===== config.mk =====
export PLATFORM = sky130hd
export DESIGN_NAME = cca_ctrl
export DESIGN_NICKNAME = d
export VERILOG_FILES = /design/src/cca_pkg.sv /design/src/cca_ctrl.sv
export SDC_FILE = /design/constraint.sdc
export NUM_CORES = 1
export LEC_CHECK = 0
export BUFFER_PORTS_ARGS = -buffer_cell sky130_fd_sc_hd__buf_2
export CORE_AREA = 5 5 42 44
export DETAILED_ROUTE_END_ITERATION = 7
export DIE_AREA = 0 0 47 49
export PLACE_DENSITY = 0.51
export SYNTH_ARGS = -nofsm -noshare
export SYNTH_HDL_FRONTEND = slang
export SYNTH_SLANG_ARGS = --single-unit

===== constraint.sdc =====
create_clock -name clk -period 1.5 [get_ports clk]
set_input_delay 0.225 -clock clk [delete_from_list [all_inputs] [get_ports clk]]
set_output_delay 0.225 -clock clk [all_outputs]
set_load 0.05 [all_outputs]

===== src/cca_pkg.sv =====
`timescale 1ns / 1ps
// shared types, constants and field widths for the contiguous cell allocator
package cca_pkg;

  localparam int CELLS_DEF      = 1024;
  localparam int OWNER_BITS_DEF = 8;

  localparam int OWNER_ID_W = 8;
  localparam int SIZE_W     = 11;
  localparam int START_W    = 10;
  localparam int POLICY_W   = 2;
  localparam int ACTIVE_W   = 11;
  localparam int CFG_IDX_W  = 1;
  localparam int CFG_DATA_W = 11;
  localparam int IN_DATA_W  = 24;
  localparam int OUT_DATA_W = 16;

  localparam logic [POLICY_W-1:0] POL_FIRST = 2'd0;
  localparam logic [POLICY_W-1:0] POL_BEST  = 2'd1;
  localparam logic [POLICY_W-1:0] POL_WORST = 2'd2;

  localparam logic [CFG_IDX_W-1:0] CFG_FIT_POLICY   = 1'd0;
  localparam logic [CFG_IDX_W-1:0] CFG_ACTIVE_CELLS = 1'd1;

  localparam logic [ACTIVE_W-1:0] ACTIVE_RESET = 11'd1024;

  typedef enum logic [2:0] {
    ST_CLEAR,
    ST_IDLE,
    ST_DISPATCH,
    ST_SCAN,
    ST_DECIDE,
    ST_PLACE,
    ST_FREE,
    ST_DONE
  } state_t;

  typedef struct packed {
    logic latch;
    logic clear_en;
    logic scan_en;
    logic free_en;
    logic place_en;
    logic cnt_clr;
    logic out_load;
  } cmd_t;

  typedef struct packed {
    logic clear_last;
    logic scan_last;
    logic free_last;
    logic place_last;
    logic found;
    logic op;
    logic size_zero;
    logic out_free;
  } sts_t;

endpackage


===== src/cca_ctrl.sv =====
`timescale 1ns / 1ps
// request sequencer: clearing pass, scan, placement, release and result hand-off
module cca_ctrl (
  input  logic          clk,
  input  logic          rst_n,
  input  logic          in_tvalid,
  output logic          in_tready,
  input  cca_pkg::sts_t sts,
  output cca_pkg::cmd_t cmd
);
  import cca_pkg::*;

  state_t state_r, state_nxt;

  always_comb begin
    state_nxt = state_r;
    case (state_r)
      ST_CLEAR: begin
        if (sts.clear_last) state_nxt = ST_IDLE;
      end
      ST_IDLE: begin
        if (in_tvalid) state_nxt = ST_DISPATCH;
      end
      ST_DISPATCH: begin
        if (sts.op) state_nxt = ST_FREE;
        else if (sts.size_zero) state_nxt = ST_DONE;
        else state_nxt = ST_SCAN;
      end
      ST_SCAN: begin
        if (sts.scan_last) state_nxt = ST_DECIDE;
      end
      ST_DECIDE: begin
        state_nxt = sts.found ? ST_PLACE : ST_DONE;
      end
      ST_PLACE: begin
        if (sts.place_last) state_nxt = ST_DONE;
      end
      ST_FREE: begin
        if (sts.free_last) state_nxt = ST_DONE;
      end
      ST_DONE: begin
        if (sts.out_free) state_nxt = ST_IDLE;
      end
      default: state_nxt = ST_CLEAR;
    endcase
  end

  always_comb begin
    cmd       = '0;
    in_tready = 1'b0;
    case (state_r)
      ST_CLEAR:  cmd.clear_en = 1'b1;
      ST_IDLE: begin
        in_tready = 1'b1;
        cmd.latch = in_tvalid;
      end
      ST_SCAN:   cmd.scan_en = 1'b1;
      ST_DECIDE: cmd.cnt_clr = 1'b1;
      ST_PLACE:  cmd.place_en = 1'b1;
      ST_FREE:   cmd.free_en = 1'b1;
      ST_DONE:   cmd.out_load = sts.out_free;
      default: ;
    endcase
  end

  always_ff @(posedge clk) begin
    if (!rst_n) begin
      state_r <= ST_CLEAR;
    end else begin
      state_r <= state_nxt;
    end
  end

endmodule


==> summary.md <==
| Metric | Value |
|---|---|
| Count of different cell masters after synthesis | 23 |
| Capture instance of the worst register-to-register path | state_r[2]$_SDFFE_PN0P_ |
| Placeable core area | 1400 µm² |
| Register area | ~64 µm² |
| Global-route total usage across every layer | about 7.6% |
| #FFs+latches synth | 3 |
| Number of rows created at floorplan | 14 |
| Number of setup violations in the final report | 0 |
| Detailed Route WL | between 700 and 800 µm |
| Final cycle utilization of the critical path | between 90 and 100% |
| Die H | ~49 µm |
| Worst VDD drop | between 0.6 and 0.7 mV |
| I/O pin count | 19 |
| Ratio of cells with drive above 1 in the final layout | 54.1% |
| Number of buffers created by CTS | 3 |
| Die Width | around 47 µm |
| Number of antenna violations at the first check in global routing | 0 |
| Maximum count of clock buffers along a single path | 2 |
| Fraction of post-synthesis cell area in the top cell type by area | 20.7% |
| Worst Setup Start Kind | register |
| Cell depth of the worst flop-to-flop path | 4 |
| HP Start | rst_n |
| Number of remaining DRC errors | 0 |
| Status | complete, no violations |
| Layout overhead on the synthesized area | 50.0% |
| Largest net degree at the start of global routing | 9 |
| Regs by FF count | state_r: 3 flops |
| Max frequency | 706 MHz |
| Critical path cell sequence | nand2b_1 -> nor2_2 -> and2_1 -> buf_4 |
| Post-Syn Area | between 200 and 300 µm² |
| Total grt overflow | 0 |
| Initial Utilization | ~21% |
| HPWL Detailed | roughly 630 µm |
| Tightest hold margin | approximately 290 ps |
| Residual antenna-violating net count after detailed routing | 0 |
| Worst hold path endpoint | state_r[1]$_SDFFE_PN0P_ |
| Number of clock sinks seen by CTS | 3 |
| Worst-path fanout max | 7 |
| Post-synthesis sequential area ratio | 20.7% |
| RSZ-0062 raised after global routing | false |
| NetSw | between 0.4 and 0.5 mW |
| Shortest period the worst path allows | 1420 ps |
| Deepest level of the CTS H-tree | 1 |
| CP peak stage delay | roughly 340 ps |
| Clock latency at the later pin of the worst-skew pair | roughly 230 ps |
| Combinational group share of total power | 65.8% |
| Weighted congestion at the end of routability-driven global placement | 0.718 |
| Net count of the finished layout | 73 |
| Int Pwr | about 0.44 mW |
| Worst endpoint data arrival time | ~1200 ps |
| CTS tree | yes |
| Cell types occupying the most area after synthesis | dfxtp_1, nand2_1, nor2_1 |
| Yosys top cell by area | dfxtp_1 |
| Category of the worst setup path capture point | output pin |
| Final setup skew | roughly 1.7 ps |
| Max-slew violation total from the final report | 0 |
| Part of the total power dissipated in sequential elements | 19.1% |
| Share of total power in the clock network | about 15% |
| Number of global-route vias before repair | ~300 |
| R2r setup slk | approximately 220 ps |
| Switch share | roughly 53% |
| Yosys Warn Count | 0 |
| Number of flip-flops in the largest register | 3 |
| Buffers added on ports | 18 |
| Ratio of routed vias to standard cells | about 4.2 |
| Worst setup slack before clock tree synthesis | 152 ps |
| Total negative slack | 0 ps |
| Mapped Nets | 50 |
| Most used flip-flop cell after synthesis | dfxtp_1 |
| Total of max-cap violations | 0 |
| Clock transition at the register clock pins on the worst setup and hold paths after CTS | 30 ps |
| Share of synthesized flip-flops with an asynchronous set or reset | 0% |
| Leading cell types by count after synthesis | nand2_1, nor2_1, dfxtp_1, nor3_1 |
| Post-synthesis average cell area | 7.44 µm² |
| Count of mapped cells out of synthesis | 39 |
| Number of filler instances in the final layout | around 170 |
| Multi-input logic area | around 200 µm² |
| Worst slew margin relative to its limit | between 80% and 90% |
| Final non-filler cell area | about 440 µm² |
| Diode count | 0 |
| Number of cells on the worst hold path | 3 |
| Cell with the biggest individual delay on the critical path | dfxtp_2 |
| Setup slack after layout | 84.4 ps |
| First-pass GRT wire length | about 1200 µm |
| Reg with most FFs | state_r |
| Worst Tran Pin Value | 252 ps |
| Leakage power total | ~0.21 nW |
| Area after DPL | 398 µm² |
| Type of the worst setup path | reg2out |
| Critical register-to-register path startpoint | state_r[2]$_SDFFE_PN0P_ |
| Wirelength per Cell | slightly below 10 µm |
| Class of the tightest hold or removal check | in2reg |
| Pwr Total | between 0.9 and 1 mW |
| Router iterations before antenna repair | 3 |
| Die Area | 2300 µm² |
| PD cells | 2120 nW/µm² |
| Drt first-iter violations | 4 |
| Worst Path Required | ~1300 ps |
| Vias after detailed routing | ~320 |
| Root cell of the clock tree | clkbuf_4 |
| Hold violation count in the final report | 0 |
| Number of enable-type register cells in the synthesized netlist | 0 |
[power groups by stage]
stage                     sequential [mW]  combinational (mW)  clock [mW]
after floorplan                     0.127               0.546           0
after global placement              0.169               0.602           0
after detailed placement            0.169               0.600           0
after CTS                           0.170               0.610       0.146
after global routing                0.187               0.651       0.165
final                               0.177               0.607       0.139
[area by class of cell]
cell class | instances | area share (%)
clock buffers | 4 | 6.03
inverters | 1 | 0.862
multi-input cells | 32 | 46.3
flip-flops and latches | 3 | 14.7
well taps | 16 | 4.60
repair buffers | 21 | 27.6
[per-stage QoR]
stage / util [%] / instances
global placement: 28.4 / 73
finish: 31.1 / 77
floorplan: - / 39
CTS: 30.7 / 77
detailed placement: 28.4 / 73
global route: 31.1 / 77
[worst max path at each step]
stage,from,endpoint
global placement,state_r[2]$_SDFFE_PN0P_,state_r[0]$_SDFFE_PN0P_
CTS,state_r[1]$_SDFFE_PN0P_,cmd[6]
floorplan,state_r[1]$_SDFFE_PN0P_,cmd[6]
global route,state_r[1]$_SDFFE_PN0P_,cmd[6]
detailed placement,state_r[2]$_SDFFE_PN0P_,state_r[0]$_SDFFE_PN0P_
finish,state_r[1]$_SDFFE_PN0P_,cmd[6]
[layer usage]
metal  vias up  track usage [%]  wire, µm
met4         0             2.76         0
met2        12             10.4       359
met3         0             4.80        84
met5         -                0         0
li1        176                -         -
met1       136             9.43       323
[kinds of logic after synthesis]
| kind of cell | after synthesis | share of synthesized area [%] |
|---|---|---|
| buffers and inverters | 4 | 12.5 |
| AO/OA/AOI/OAI | 6 | 14.7 |
| multiplexers | 4 | 15.9 |
| flip-flops | 3 | 20.7 |
| AND/OR/NAND/NOR | 22 | 36.2 |
[worst max-delay path: cells and delay by family, from the launching register on]
family                 cells  cell delay [ps]
and+or+nand+nor            3              430
DFF                        1              340
buffers and inverters      1              190
[placed cells by master, fill, tap and decap left out, drive strengths merged]
cell and instances:
or3 1, o211ai 1, buf 20, nand2b 1, o31ai 1, nor2 7, o22ai 1, nand2 6
inv 1, mux2 2, nand3 1, mux2i 2, and2 1, nor3b 1, clkbuf 5, a21oi 2
o21ai 1, nor3 3, dfxtp 3, nand3b 1
[timing repair]
action | in CTS | in global routing
hold buffers | 0 | 0
endpoints found under the setup margin | 4 | 3
buffers inserted | 0 | 0
gates resized for setup | 3 | 3
(Power assumes the default switching activity.)
